===== config.mk =====
export PLATFORM = sky130hd
export DESIGN_NAME = flrc_ram
export DESIGN_NICKNAME = d
export VERILOG_FILES = /design/src/rtl/flrc_ram.sv
export SDC_FILE = /design/constraint.sdc
export NUM_CORES = 1
export LEC_CHECK = 0
export BUFFER_PORTS_ARGS = -buffer_cell sky130_fd_sc_hd__buf_2
export CAP_MARGIN = 20
export CORE_MARGIN = 2
export CORE_UTILIZATION = 30
export DETAILED_ROUTE_END_ITERATION = 12
export SLEW_MARGIN = 40
export SYNTH_ARGS = -nofsm -noshare
export SYNTH_HDL_FRONTEND = slang
export SYNTH_SLANG_ARGS = --single-unit

===== constraint.sdc =====
create_clock -name clk_i -period 1.7 [get_ports clk_i]
set_input_delay 0.085 -clock clk_i [delete_from_list [all_inputs] [get_ports clk_i]]
set_output_delay 0.085 -clock clk_i [all_outputs]
set_load 0.05 [all_outputs]

===== src/rtl/flrc_ram.sv =====
// Generic single-port-write, single-port-read RAM with a registered read.
// No dependencies.
module flrc_ram #(
  parameter int Width = 8,
  parameter int Depth = 16
) (
  input  logic                     clk_i,
  input  logic                     we_i,
  input  logic [$clog2(Depth)-1:0] waddr_i,
  input  logic [Width-1:0]         wdata_i,
  input  logic [$clog2(Depth)-1:0] raddr_i,
  output logic [Width-1:0]         rdata_o
);

  logic [Width-1:0] mem_q [Depth];
  logic [Width-1:0] rdata_q;

  always_ff @(posedge clk_i) begin
    if (we_i) begin
      mem_q[waddr_i] <= wdata_i;
    end
    rdata_q <= mem_q[raddr_i];
  end

  assign rdata_o = rdata_q;

endmodule


# Word-level counts from Yosys, hierarchy flattened
# Memories as Yosys holds them, arrays and structs flattened. A register that Yosys moved wholly into a read port is not among the register bits.
# Cells that the tools add are included.
# classes
mux	2
# ops
op	n
1-bit 2-to-1 mux	2
# word_totals
wordCells	3
register_bits	0
mem_bits_rw	128
output_inout_bits	8
memories	1
in_bits	18
# memory_table
name	depth	word_bits	rd	rd_clocked_by_memory_dff	write_ports	line_no	text
mem_q	16	8	1	1	1	15	logic [Width-1:0] mem_q [Depth];

# Logic depth before layout (Yosys ltp)
# logic_depth
depth_word	2
mapped_depth	5
ltp_nobuf	3

# Worst setup path before layout
# No wires, ideal clock.
# synth_path
path_kind	input to register
startpoint	input port waddr_i[2]
endpoint	memory mem_q[0][0] (enable)
n_path_buf	0
setup_ns	0.383
path_stages	2
required_time_ns	1.317
t_arrival_ns	1.195
path_slack_ns	0.122
path_cell_list	or3b_2 nor3_1
# synth_rtl
element	line_no	text
from (decl)	9	input logic [$clog2(Depth)-1:0] waddr_i,
to (decl)	15	
# Straight into the memory's write port.

==> results.md <==
- Status: completed
- ANT nets after route: 0
- Netlist Area Pre-Place: 0.00515 mm^2
- H-tree levels: 4
- Post-route setup slack: 0.271 ns
- Nets: 304
- Chip width: 135 um
- Dominant synthesized flop cell: edfxtp_1
- Fin Hold WS: 0.0489 ns
- # port buffers: 25
- Critical path type: reg2reg
- Tightest Hold Check Type: in2reg
- Reg clk slew, reported paths: 0.06 ns
- Slew of the pin with the lowest slew margin: 0.463 ns
- Largest stage delay, worst path: 0.55 ns
- Startpoint Class: flop
- DP HPWL: 6610 um
- Post-synth cell types: 19
- Vias per cell: 4.69
- Clk buf depth: 2
- RSZ-0062 raised after global routing: no
- Gp weighted congestion: 0.747
- Synthesized Nets: 247
- Placement Setup Slack: 0.121 ns
- Synth cell count leaders: edfxtp_1 (128), mux4_2 (18), a22oi_1 (16)
- Core Footprint: 0.0167 mm^2
- Largest net degree at the start of global routing: 28
- Slowest-stage cell, CP: mux4_1
- Setup TNS: 0 ns
- Final hold vios: 0
- Maximum VDD drop: 0.000731 V
- Gr ovfl total: 0
- # IOs: 26
- CP arrival: 1.72 ns
- Vias in the first global route: 2,506
- Starting Density: 30.8%
- Top post-synthesis cells by area: edfxtp_1 (75%), mux4_2 (7.9%), mux4_1 (7.1%)
- TritonRoute pass-1 iters: 4
- DR WL/cell: 19.1 um
- Max Freq: 700 MHz
- Drt initial violations: 211
- Worst Path Max Fanout: 1
- Max-cap viol count: 0
- Crit path time final: 1.43 ns
- First-pass GRT wire length: 15,500 um
- Post-CTS Hold Buffers: 0
- Slew margin rel.: 69.1%
- Top-area cell type share of the netlist area: 74.7%
- Worst path required time: 1.99 ns
- Number of synthesized flops with an enable pin: 128
- Post-route clock period utilization: 84.0%
- Die area: 0.0182 mm^2
- Post-Syn Instances: 229
- Max Slew Vio Count: 0
- Num Clock Sinks: 136
- Pleak: 2.14 nW
- Drt total wl: 9940 um
- Final setup fails: 0
- Tot GR Track Use: 12.0%
- Die Ht: 135 um
- Async SR Flop Fraction: 0%
- Final Util: 37.9%
- Area Overhead vs Synth: 22.9%
- Pwr Total: 8.32 mW
- Drt drc: 0
- TritonCTS buffer count: 17
- Post-synthesis register bit count: 136
- Root buffer cell: clkbuf_16
- CTS tree: yes
- Share of layout cells above drive strength 1: 32.8%
- Post-synth top area cell: edfxtp_1
- Via count: 2,435
- Worst path cell trace: mux4_1 -> a22oi_1 -> nand2_1
- YS warnings: 0
- CP endpoint kind: flop
- Power per cell area: 1320 mW/mm^2
- Synthesized area per cell: 22.5 um^2
- Sequential fraction of the synthesis area: 77.8%
- Row Count: 47
- Skew-Pair Late Insertion Delay: 0.41 ns
- Antenna violations before repair: 0
- Count leader, synth: edfxtp_1
- PostCTS Resize Cnt: 0
- Post-CTS setup buffers: 0
- Ant diodes: 0
- Clock Skews: 0.00517 ns
## layout make-up
cell class | count | area (um^2)
Clock buffer | 20 | 457
Tap cell | 220 | 275
Fill cell | 1526 | 10400
Multi-Input combinational cell | 83 | 1060
Clock inverter | 12 | 221
Timing Repair Buffer | 48 | 310
Sequential cell | 136 | 4000
## sequential cells by signal (all words and copies together), names as in the netlist
| name | count |
|---|---|
| rdata_o | 8 |
| mem_q | 128 |
## cells in the final DEF, fill, tap and decap left out, drive strengths merged
cell type / count
nand2b: 2
clkinv: 3
nor2: 13
buf: 48
and2: 1
and2b: 1
dfxtp: 8
nor2b: 1
clkbuf: 20
nand3b: 2
edfxtp: 128
nor3: 4
a22oi: 16
nand2: 9
clkinvlp: 3
or3b: 1
bufinv: 6
mux4: 32
nand3: 1
## per-stage QoR
| stage | cell area, um^2 | std cells |
|---|---|---|
| 3_3_place_gp | 5650 | 487 |
| 2_1_floorplan | 5150 | 229 |
| 3_5_place_dp | 5650 | 487 |
| 5_1_grt | 6320 | 519 |
| 4_1_cts | 6320 | 519 |
| 6_report | 6320 | 519 |
## power breakdown
group | switching [mW] | internal (mW) | total (mW)
Combinational | 0.271 | 0.154 | 0.425
Sequential | 0.0225 | 3.75 | 3.77
Clock | 1.30 | 2.82 | 4.13
## logic make-up (layout without fill, tap and decap cells)
logic type / Yosys count / after routing / share of synthesized area [%]
flip-flops: 136 / 136 / 77.8
multiplexers: 32 / 32 / 15.0
buffers and inverters: 10 / 80 / 1.68
AO/OA/AOI/OAI: 16 / 16 / 2.33
AND/OR/NAND/NOR: 35 / 35 / 3.18
## worst max-delay path: cells and delay by family, from the launching register on
family	cells	cell delay (ns)
AO/OA/AOI/OAI	1	0.30
AND/OR/NAND/NOR	1	0.09
flip-flops	1	0.38
multiplexers	1	0.55
## layer usage
layer | track usage, % | part of all wire [%]
met5 | 0 | 0
met4 | 4.34 | 0.98
met3 | 4.13 | 5.2
met2 | 18.0 | 49
met1 | 16.2 | 45
## path summary, 6_finish.rpt
check                                             from                    end  slack (ns)  depth (start not counted)
worst min register to register  mem_q[15][1]$_DFFE_PP_     rdata_o[1]$_DFF_P_        0.67                          3
worst min-delay path                        wdata_i[4]  mem_q[5][4]$_DFFE_PP_        0.05                          1
worst max-delay path             mem_q[4][1]$_DFFE_PP_     rdata_o[1]$_DFF_P_        0.27                          3
worst max register to register   mem_q[4][1]$_DFFE_PP_     rdata_o[1]$_DFF_P_        0.27                          3
(Power assumes the default switching activity.)
