--- src/rtl/flrc_pkg.sv ---
// Package for the row line cache: sizes, widths, configuration register
// indexes and the controller state type.
// No dependencies.
package flrc_pkg;

  localparam int MaxRows  = 4096;
  localparam int MaxSlots = 64;

  localparam int RowW    = 12;
  localparam int SlotW   = $clog2(MaxSlots);
  localparam int CntW    = $clog2(MaxSlots + 1);
  localparam int HdrW    = 24;
  localparam int SampW   = 4;
  localparam int LineW   = 16;
  localparam int OffW    = 32;
  localparam int CfgIdxW = 2;
  localparam int CfgW    = 24;

  localparam int SlotsRst  = 64;
  localparam int HdrRst    = 0;
  localparam int SampRst   = 2;
  localparam int LineRst   = 1024;

  typedef enum logic [CfgIdxW-1:0] {
    CfgSlots  = 2'd0,
    CfgHeader = 2'd1,
    CfgSample = 2'd2,
    CfgLine   = 2'd3
  } cfg_idx_e;

  typedef enum logic [1:0] {
    StClear,
    StIdle,
    StLook,
    StCheck
  } state_e;

endpackage

--- src/rtl/flrc_offset.sv ---
// Line offset pipeline: header plus sample size times row times line width,
// saturated to 32 bits. Two product stages, the final add is combinational.
// Depends on flrc_pkg.
module flrc_offset (
  input  logic                      clk_i,
  input  logic                      en_i,
  input  logic [flrc_pkg::RowW-1:0]  row_i,
  input  logic [flrc_pkg::SampW-1:0] sample_i,
  input  logic [flrc_pkg::LineW-1:0] line_i,
  input  logic [flrc_pkg::HdrW-1:0]  header_i,
  output logic [flrc_pkg::OffW-1:0]  offset_o
);
  import flrc_pkg::*;

  localparam int P1W = SampW + RowW;

  logic [P1W-1:0]  prod1_q;
  logic [OffW-1:0] prod2_q;
  logic [OffW:0]   sum;

  always_ff @(posedge clk_i) begin
    if (en_i) begin
      prod1_q <= P1W'(sample_i) * P1W'(row_i);
    end
    prod2_q <= OffW'(prod1_q) * OffW'(line_i);
  end

  assign sum      = {1'b0, prod2_q} + (OffW + 1)'(header_i);
  assign offset_o = sum[OffW] ? '1 : sum[OffW-1:0];

endmodule

--- config.mk ---
export PLATFORM = sky130hd
export DESIGN_NAME = flrc_offset
export DESIGN_NICKNAME = d
export VERILOG_FILES = /design/src/rtl/flrc_pkg.sv /design/src/rtl/flrc_offset.sv
export SDC_FILE = /design/constraint.sdc
export NUM_CORES = 1
export LEC_CHECK = 0
export BUFFER_PORTS_ARGS = -buffer_cell sky130_fd_sc_hd__buf_2
export CAP_MARGIN = 10
export CORE_UTILIZATION = 31
export CTS_BUF_LIST = sky130_fd_sc_hd__clkbuf_8
export DETAILED_ROUTE_END_ITERATION = 6
export PLACE_DENSITY = 0.47
export RECOVER_POWER = 25
export SLEW_MARGIN = 25
export SYNTH_ARGS = -nofsm -noshare
export SYNTH_HDL_FRONTEND = slang
export SYNTH_SLANG_ARGS = --single-unit
--- constraint.sdc ---
create_clock -name clk_i -period 15.5 [get_ports clk_i]
set_input_delay 1.55 -clock clk_i [delete_from_list [all_inputs] [get_ports clk_i]]
set_output_delay 1.55 -clock clk_i [all_outputs]
set_load 0.05 [all_outputs]
---- Word level (Yosys, flattened, before mapping) ----
Cells that the tools add are included.
storage, ports and cells
  word-level logic and storage cells ...... 6
  register bits ........................... 48
  bits of input ports ..................... 58
  output and inout bits ................... 32
cells by class
  $add $sub $neg .......................... 1
  multiply operators ...................... 2
  multiplexer cells ....................... 1
operators by type and width
  cell                                            number
  32-bit by 24-bit adder with 33-bit output       1
  16-bit by 16-bit multiplier with 32-bit output  1
  32-bit two-way mux                              1
  4-bit by 12-bit multiplier with 16-bit output   1

---- Depth between registers and ports, before layout ----
Gate-level depths: netlist (run 1).
  depth after elaboration ................. 2
  mapped depth ............................ 22
  mapped depth without buffers ............ 22

---- Worst setup path after synthesis (run 1) ----
OpenSTA, ideal clock, no wires.
  path type ............................... input to register
  start point ............................. input port line_i[1] (netlist name)
  end point ............................... register prod2_q[30]
  path slack .............................. 8.718 ns
  required time ........................... 15.378 ns
  arrival time ............................ 6.660 ns
  setup time .............................. 0.122 ns
  stages .................................. 18
  path buffers ............................ 1
  cell sequence ........................... clkbuf_1 nand2_1 fa_1 fa_1 fa_1 inv_1 fa_1 fa_1 inv_1 fa_1 inv_1 ha_1 a21o_1 a211o_1 o21a_1 a21oi_1 o21ai_0 o311a_1
on the way
  longest elaborated chain between the ends .. 1
RTL lines
  element                                         line               text
  start: declaration                              flrc_offset.sv:9   input logic [flrc_pkg::LineW-1:0] line_i,
  16-bit by 16-bit multiplier with 32-bit output  flrc_offset.sv:25  prod2_q <= OffW'(prod1_q) * OffW'(line_i);
  end signal: assignment                          flrc_offset.sv:25
  end: declaration                                flrc_offset.sv:18  logic [OffW-1:0] prod2_q;
No other way between the ends.
A chain may end at the register's enable or synchronous reset.

---- Worst setup path after layout (run 1) ----
  start point ............................. input port line_i[2] (netlist name)
  end point ............................... register prod2_q[25]
The elaborated chain is that of the path after synthesis.

==> results.toml, run 1 <==
[setup_path]
worst_ep_required_time_ps = 15730
crit_family = "adder cells"
library_cell_contributing_the_largest_single_delay_on_the_critical_path = "fa_1"
critical_path.reg2reg.startpoint = "prod1_q[10]"
reg2reg_setup_slack_ps = 9230
worst-r2r-cell-count = 18
criticalPathCategory = "in -> reg"
worstPathCellList = "clkbuf_1 -> nand2_1 -> fa_1 -> fa_1 -> fa_1 -> fa_1 -> inv_1 -> fa_1 -> inv_1 -> fa_1 -> inv_1 -> ha_1 -> and3_1 -> a31oi_1 -> o2bb2ai_1 -> a31oi_1 -> a21oi_1 -> nor4bb_1 -> a211o_1"
critical_path.max_stage_delay_ps = 590
arrival_ps = 7380
cpMostUsedCell = "fa_1"
critical_path.endpoint_type = "flip-flop"
worstPathMaxFanout = 16
critical_path_buf_inv_count = 4
crit-reg2reg-capture = "prod2_q[25]"
worst_setup_path_start_kind = "input pin"

[global_routing]
grt_first_pass_wirelength_um = 52000
grt_ovf = 0
maximum_number_of_pins_on_one_net_before_global_route_repair = 25
globalRouteMet2Util_pct = 27.1
grt-busiest-layer = "met2"
grt_antenna_before_repair = 3
met1_usage_pct = 21.4
gr-usage-all-layers_pct = 15.9
first_global_vias = 9816
use_met3_pct = 1.94

[cts]
cts_hold_repair.buffers = 0
clk_transition_reported_paths_ps = 110
clk_latency_ps = 340
cts.sinks = 48
clock_tree.root_cell = "clkbuf_8"
cts.path.max_buffers = 2
cts_repair_resize_count = 0
post-cts-setup-buffers = 0
clock_tree_from_tritoncts = "built"
htreeDepth = 2
cts_buffers = 5

[die]
die_boundary_width_um = 203
die-area_sq_um = 41100
ioPinCount = 90
core_area_sq_um = 39700
placement_rows = 73
die_y_um = 203
floorplan.initialDensity_pct = 31.4

[drt]
drt-pass1-iter-count = 6
drc = 0
wirelength_um = 31300
detailedRoute.firstIterationViolations = 395
routedWlPerCell_um = 15.7
routed-via-count = 9345
routed_via_density = 4.68
antenna_violating_nets_post_route = 0

[cells_and_area]
final-instance-count-excl-fill = 1995
commonest_cells_after_routing_fill_and_taps_aside = "inv_1 (266), fa_1 (215), nand2_1 (202)"
final_common_cell = "inv_1"
flow.area_growth_from_synthesis_pct = 8.33
final_layout_size_suffix_gt1_share_pct = 7.01
num-nets-final = 1889

[sta]
report.final.slew_viol_count = 0
maxSlewHeadroom_pct = 38.9
worst_clock_skew_ps = 21.1
worst_slew_pin_slew_ps = 915
hold_viol = 0
totalNegativeSetupSlack_ps = 0
setup_ws_ps = 8350
setup_repair_after_global_routing_missed_its_margin = "no"
max_clock_freq_mhz = 140
min_period_ps = 7150
period_share_pct = 46.1
setup_viol = 0

[synthesis]
synth_area_per_cell_sq_um = 8.82
yosysUniqueCellTypes = 66
cell_count_after_synthesis = 1416
postSynthNetCount = 1837
synthesis.area_sq_um = 12500
synth-async-reset-ratio_pct = 0
ys_warn_count = 0
synth.ff_latch_count = 48
synth_seq_area_share_pct = 8.98
count_of_flip_flops_with_a_built_in_enable_after_synthesis = 16
post-synth-top-area-fraction_pct = 34.5
synth_largest_area_cell = "fa_1"
synthFlopType = "dfxtp_1"
ys_top_cells_by_area = "fa_1 (34%), ha_1 (15%), inv_1 (8.0%)"

[worst_hold_path]
hold_start = "prod1_q[0]"
hold_path_end = "prod2_q[0]"
min_path_type = "reg -> reg"
worst_hold_path_depth = 1

[placement]
dp_hpwl_um = 25800
worst_setup_timing_slack_at_the_placement_stage_ps = 8300
port-buffer-count = 89
rd_place_congestion = 0.804
placed_cells_incl_taps = 1986

[flow_run]
max_cap_viol_count = 0

[status]
run_status = "finished clean"
-- kinds of logic after synthesis --
logic type / after synthesis / share of synthesized area (%)
adders and majority gates: 363 / 49.3
AOI/OAI and AO/OA: 175 / 9.71
DFF: 48 / 8.98
and+or+nand+nor: 464 / 18.7
buffers and inverters: 310 / 9.36
muxes: 3 / 0.241
xor gates and xnor gates: 53 / 3.72
-- metrics by stage --
step / hold WS (ps) / util (%) / instance area, sq um
CTS: 1030 / 34.0 / 13500
floorplan: 525 / - / 12500
global route: 1060 / 34.0 / 13500
detailed placement: 1030 / 33.8 / 13400
global placement: 1020 / 33.8 / 13400
finish: 1020 / 34.0 / 13500
-- worst reg2reg max path, stage by stage, from the launching register on --
cell	delay [ps]
edfxtp_1	890
nand2_1	180
fa_1	530
fa_1	590
fa_1	460
fa_1	550
inv_1	50
fa_1	470
inv_1	40
fa_1	470
inv_1	40
ha_1	370
and3_1	230
a31oi_1	190
o2bb2ai_1	240
a31oi_1	240
a21oi_1	320
nor4bb_1	90
a211o_1	220
-- registers in the layout, summed over array words and instances (netlist names) --
signal   cells
prod2_q     32
prod1_q     16
-- synth_stat cells (3+ instances only) --
master      n
a21o_1     27
inv_1     266
buf_2       4
xor2_1     16
fa_1      215
a31oi_1    12
mux2i_1     3
dfxtp_1    32
ha_1      148
edfxtp_1   16
clkbuf_1   40
nand3b_1    3
nand2_1   202
nor2b_1     7
or3_1       5
a211o_1     8
and4_1      7
xnor2_1    37
o211ai_1    4
nand4_1     3
a211oi_1    5
and3_1     12
o221ai_1    4
o21bai_1    5
nand3_1    13
nor2_1     34
nand2b_1    7
o21a_1      7
nor3_1      7
and2_1    150
o21ai_0    20
a21oi_1    51
-- layer usage --
| metal | routed length, um | part of all wire (%) |
|---|---|---|
| met2 | 14700 | 47 |
| met4 | 592 | 1.9 |
| met1 | 15100 | 48 |
| met3 | 975 | 3.1 |
| met5 | 43 | 0.14 |
-- worst max path at each step --
stage,startpoint,endpoint,cells past startpoint
2_1_floorplan,line_i[1],prod2_q[30],18
3_3_place_gp,line_i[1],prod2_q[29],18
3_5_place_dp,line_i[1],prod2_q[25],19
4_1_cts,line_i[1],prod2_q[25],19
5_1_grt,line_i[2],prod2_q[30],19
6_report,line_i[2],prod2_q[25],19
-- layout make-up --
cell class | count | area [sq um]
diodes | 1 | 2.50
clock buffers | 5 | 68.8
clock inverters | 3 | 42.5
fillers | 4201 | 26200
inverters | 266 | 998
multi-input cells | 1058 | 10200
flip-flops and latches | 48 | 1120
well taps | 525 | 657
repair buffers | 89 | 439
Power of run 1 is not shown: default switching activity piles up to over one toggle a cycle in this logic, so the estimate is an artifact.
==> inputs of run 2 (changes only) <==
--- a/config.mk
+++ b/config.mk
@@ -5,12 +5,13 @@
 export SDC_FILE = /design/constraint.sdc
 export NUM_CORES = 1
 export LEC_CHECK = 0
+export ABC_AREA = 1
 export BUFFER_PORTS_ARGS = -buffer_cell sky130_fd_sc_hd__buf_2
 export CAP_MARGIN = 10
 export CORE_UTILIZATION = 31
 export CTS_BUF_LIST = sky130_fd_sc_hd__clkbuf_8
 export DETAILED_ROUTE_END_ITERATION = 6
-export PLACE_DENSITY = 0.47
+export PLACE_DENSITY = 0.46
 export RECOVER_POWER = 25
 export SLEW_MARGIN = 25
 export SYNTH_ARGS = -nofsm -noshare
==> constraint.sdc (replaced) <==
create_clock -name clk_i -period 6.58 [get_ports clk_i]
set_input_delay 0.658 -clock clk_i [delete_from_list [all_inputs] [get_ports clk_i]]
set_output_delay 0.658 -clock clk_i [all_outputs]
set_load 0.05 [all_outputs]
==> run 2 against run 1 <==
  * Cell count is 34% higher
  * Critical path depth fell by 1
  * Register-to-register slack got worse by 8400 ps
  * Utilization down 0.071 points
  * Via count is 28% higher
  * Largest cell class unchanged
  * Highest routed layer is now met4
==> results.toml, run 2 <==
[setup_path]
criticalPathCategory = "reg -> reg"
library_cell_contributing_the_largest_single_delay_on_the_critical_path = "edfxtp_1"
critical_path.endpoint_type = "flip-flop"
arrival_ps = 5990
critical_path_buf_inv_count = 4
worstPathCellList = "nand2_1 -> fa_1 -> inv_1 -> fa_1 -> fa_1 -> fa_1 -> fa_1 -> inv_1 -> fa_1 -> inv_1 -> ha_1 -> nand2_1 -> nor2_1 -> inv_1 -> nor2_1 -> nand4_1 -> nand4_1 -> nand2_1"
critical_path.max_stage_delay_ps = 880
worst_setup_path_start_kind = "flip-flop"
worst_ep_required_time_ps = 6850
crit_family = "adder cells"
cpMostUsedCell = "fa_1"
worstPathMaxFanout = 16

[cts]
post-cts-setup-buffers = 0
cts_hold_repair.buffers = 0
clock_tree_from_tritoncts = "built"
cts.sinks = 48
cts_buffers = 5
cts.path.max_buffers = 2
clock_tree.root_cell = "clkbuf_8"
clk_latency_ps = 380
htreeDepth = 2
clk_transition_reported_paths_ps = 110
cts_repair_resize_count = 0

[drt]
wirelength_um = 38200
antenna_violating_nets_post_route = 0
drt-pass1-iter-count = 7
routed_via_density = 4.45
drc = 0
routedWlPerCell_um = 14.3
routed-via-count = 11929
detailedRoute.firstIterationViolations = 473

[global_routing]
gr-usage-all-layers_pct = 17.3
grt_antenna_before_repair = 0
first_global_vias = 12694
grt_ovf = 0
maximum_number_of_pins_on_one_net_before_global_route_repair = 32
grt_first_pass_wirelength_um = 63800

[cells_and_area]
register_area_sq_um = 1120
n_fill_cell = 4937
final_layout_size_suffix_gt1_share_pct = 5.85
num-nets-final = 2506
antenna_cells_inserted = 0
flow.area_growth_from_synthesis_pct = 7.15
combined_area_of_the_multi_input_logic_cells_sq_um = 10600
top_regs = "prod2_q x32, prod1_q x16"
commonest_cells_after_routing_fill_and_taps_aside = "nand2_1 (667), inv_1 (579), fa_1 (215)"
final_common_cell = "nand2_1"
largest_reg_flops = 32
register_bank_with_the_most_flops = "prod2_q"

[synthesis]
synthesis.area_sq_um = 14100
synth_largest_area_cell = "fa_1"
synth-async-reset-ratio_pct = 0
cell_with_the_most_instances_after_synthesis = "nand2_1"
synth.ff_latch_count = 48
yosysUniqueCellTypes = 33
synthFlopType = "dfxtp_1"
cell_count_after_synthesis = 2057
ys_warn_count = 0
ys_top_cells_by_area = "fa_1 (30%), nand2_1 (18%), inv_1 (15%)"
synth_area_per_cell_sq_um = 6.87
synth.cells.most_frequent = "nand2_1 (667), inv_1 (579), fa_1 (215), ha_1 (148), nor2_1 (70)"
postSynthNetCount = 2478
synth_seq_area_share_pct = 7.93
count_of_flip_flops_with_a_built_in_enable_after_synthesis = 16
post-synth-top-area-fraction_pct = 30.4

[flow_run]
max_cap_viol_count = 0

[sta]
worst_slew_pin_slew_ps = 968
report.final.slew_viol_count = 0
worst_clock_skew_ps = 19.4
hold_ws_ps = 591
maxSlewHeadroom_pct = 35.5
setup_repair_after_global_routing_missed_its_margin = "no"
period_share_pct = 86.9
min_period_ps = 5720
max_clock_freq_mhz = 175
setup_viol = 0
totalNegativeSetupSlack_ps = 0
hold_viol = 0

[die]
die_boundary_width_um = 216
placement_rows = 77
floorplan.initialDensity_pct = 31.7
die-area_sq_um = 46500
ioPinCount = 90
die_y_um = 216
core_area_sq_um = 44600

[placement]
dp_hpwl_um = 33500
port-buffer-count = 89
rd_place_congestion = 0.880

[worst_hold_path]
min_path_type = "in -> reg"

[status]
run_status = "finished clean"
[run 2: cell families (layout without fill, tap and decap cells)]
logic type / Yosys count / in the layout / synth area share (%)
AO/OA/AOI/OAI: 89 / 89 / 3.42
XOR/XNOR: 43 / 43 / 2.66
adder cells (fa/ha/maj): 363 / 363 / 43.5
buffers and inverters: 651 / 680 / 17.4
flip-flops: 48 / 48 / 7.93
AND/OR/NAND/NOR: 863 / 863 / 25.0
[run 2: path summary, 6_finish.rpt]
path / startpoint / endpoint / slack, ps / depth (start not counted)
worst max-delay path: prod1_q[11] / prod2_q[22] / 860 / 18
worst min-delay path: row_i[0] / prod1_q[0] / 590 / 3
worst max register to register: prod1_q[11] / prod2_q[22] / 860 / 18
worst min register to register: prod1_q[0] / prod2_q[0] / 880 / 2
[run 2: metrics by stage]
step                      setup WS, ps  util [%]  instances  area (sq um)
after CTS                          794      34.0       2678         15200
after floorplan                   1100         -       2057         14100
after global placement             734      33.8       2670         15100
final                              860      34.0       2678         15200
after detailed placement           749      33.8       2670         15100
after global routing               506      34.0       2678         15200
[run 2: area by class of cell]
type / count / area share [%]
Multi-Input combinational cell: 1358 / 69.7
Clock buffer: 6 / 0.545
Clock inverter: 2 / 0.0826
Inverter: 580 / 14.4
Tap cell: 592 / 4.89
Sequential cell: 48 / 7.40
Timing Repair Buffer: 92 / 3.06
[run 2: worst min-delay path, cell delays in order]
cell and delay, ps:
buf_2 110, nand2_1 60, inv_1 40
[run 2: routing by layer]
layer | GRT usage, % | vias up | wire (um)
met1 | 22.6 | 5721 | 18400
li1 | - | 5994 | -
met4 | 4.70 | 0 | 775
met3 | 2.00 | 37 | 1090
met2 | 29.9 | 177 | 17900
met5 | 0 | - | 0
Power of run 2 is left out for the same reason.
==> inputs of run 3 (changes only) <==
--- a/config.mk
+++ b/config.mk
@@ -8,10 +8,11 @@
 export ABC_AREA = 1
 export BUFFER_PORTS_ARGS = -buffer_cell sky130_fd_sc_hd__buf_2
 export CAP_MARGIN = 10
-export CORE_UTILIZATION = 31
+export CORE_MARGIN = 3
+export CORE_UTILIZATION = 40
 export CTS_BUF_LIST = sky130_fd_sc_hd__clkbuf_8
 export DETAILED_ROUTE_END_ITERATION = 6
-export PLACE_DENSITY = 0.46
+export PLACE_DENSITY = 0.56
 export RECOVER_POWER = 25
 export SLEW_MARGIN = 25
 export SYNTH_ARGS = -nofsm -noshare
==> run 3 against run 2 <==
  * Cell count is 5.2% lower
  * Via count is 0.94% lower
  * Flip-flop and latch count stayed put
  * Largest cell class unchanged
==> results.toml, run 3 (synthesis gave the netlist of run 2 again) <==
[placement]
rd_place_congestion = 0.901
dp_hpwl_um = 31200
port-buffer-count = 89

[setup_path]
library_cell_contributing_the_largest_single_delay_on_the_critical_path = "edfxtp_1"
worst_setup_path_start_kind = "flip-flop"
cpMostUsedCell = "fa_1"
critical_path.endpoint_type = "flip-flop"
arrival_ps = 5970
critical_path.max_stage_delay_ps = 860
worstPathMaxFanout = 16
critical_path_buf_inv_count = 4
worst_ep_required_time_ps = 6800
criticalPathCategory = "reg -> reg"
crit_family = "adder cells"
worstPathCellList = "nand2_1 -> fa_1 -> inv_1 -> fa_1 -> fa_1 -> fa_1 -> fa_1 -> inv_1 -> fa_1 -> inv_1 -> ha_1 -> nand2_1 -> nor2_1 -> inv_1 -> nor2_1 -> nand4_1 -> nand4_1 -> nand2_1"

[die]
die_boundary_width_um = 194
floorplan.initialDensity_pct = 40.7
core_area_sq_um = 34700
ioPinCount = 90
placement_rows = 68
die_y_um = 194
die-area_sq_um = 37600

[cells_and_area]
num-nets-final = 2505
register_bank_with_the_most_flops = "prod2_q"
antenna_cells_inserted = 0
combined_area_of_the_multi_input_logic_cells_sq_um = 10600
n_fill_cell = 3755
top_regs = "prod2_q x32, prod1_q x16"
final_layout_size_suffix_gt1_share_pct = 5.76
register_area_sq_um = 1120
flow.area_growth_from_synthesis_pct = 5.97
final_common_cell = "nand2_1"
commonest_cells_after_routing_fill_and_taps_aside = "nand2_1 (667), inv_1 (580), fa_1 (215)"
largest_reg_flops = 32

[sta]
totalNegativeSetupSlack_ps = 0
min_period_ps = 5760
max_clock_freq_mhz = 174
maxSlewHeadroom_pct = 37.8
hold_viol = 0
worst_clock_skew_ps = 12.0
worst_slew_pin_slew_ps = 934
setup_repair_after_global_routing_missed_its_margin = "no"
setup_viol = 0
report.final.slew_viol_count = 0
period_share_pct = 87.5

[drt]
route.met2.wl_um = 16900
detailedRoute.firstIterationViolations = 519
drt-pass1-iter-count = 5
drc = 0
top_layer = "met4"
routed-via-count = 11817
antenna_violating_nets_post_route = 0
wl_met3_um = 1160
routedWlPerCell_um = 14.0
routed_via_density = 4.65
wirelength_um = 35500
met1Wirelength_um = 16600

[global_routing]
grt_antenna_before_repair = 0
maximum_number_of_pins_on_one_net_before_global_route_repair = 32
grt_ovf = 0
gr-usage-all-layers_pct = 19.6
grt_first_pass_wirelength_um = 61100
first_global_vias = 12526

[cts]
cts_hold_repair.buffers = 0
clock_tree.root_cell = "clkbuf_8"
post-cts-setup-buffers = 0
htreeDepth = 2
cts_repair_resize_count = 0
clock_tree_from_tritoncts = "built"
clk_transition_reported_paths_ps = 100
cts.sinks = 48
clk_latency_ps = 330
cts_buffers = 5
cts.path.max_buffers = 2

[flow_run]
max_cap_viol_count = 0

[status]
run_status = "finished clean"

[worst_hold_path]
min_path_type = "in -> reg"
## run 3: worst paths after layout
kind / from / endpoint / slack (ps) / cells after the start
worst max-delay path: prod1_q[11] / prod2_q[22] / 820 / 18
worst min-delay path: row_i[0] / prod1_q[0] / 650 / 3
worst max register to register: prod1_q[11] / prod2_q[22] / 820 / 18
worst min register to register: prod1_q[0] / prod2_q[0] / 880 / 2
## run 3: layer usage
metal	vias up	track usage (%)
met3	48	1.88
met5	-	0
li1	5995	-
met1	5563	26.3
met2	211	34.0
met4	0	5.45
## run 3: per-stage QoR
| stage | hold WS [ps] | instance area, sq um | util (%) | instances | worst slack [ps] |
|---|---|---|---|---|---|
| global route | 650 | 15000 | 43.2 | 2540 | 443 |
| CTS | 636 | 15000 | 43.2 | 2540 | 830 |
| detailed placement | 872 | 14900 | 42.9 | 2532 | 767 |
| finish | 650 | 15000 | 43.2 | 2540 | 822 |
| global placement | 858 | 14900 | 42.9 | 2532 | 793 |
| floorplan | 633 | 14100 | - | 2057 | 1100 |
## run 3: area by class of cell
cell class                      instances  share of cell area [%]
Multi-Input combinational cell       1358                    70.4
Inverter                              580                    14.5
Sequential cell                        48                    7.48
Tap cell                              455                    3.80
Timing Repair Buffer                   91                    3.05
Clock buffer                            5                   0.459
Clock inverter                          3                   0.259
## run 3: worst min-delay path, delay by kind of cell
family	cells	cell delay, ps
buffers and inverters	2	160
and+or+nand+nor	1	60
Power of run 3 is left out for the same reason.
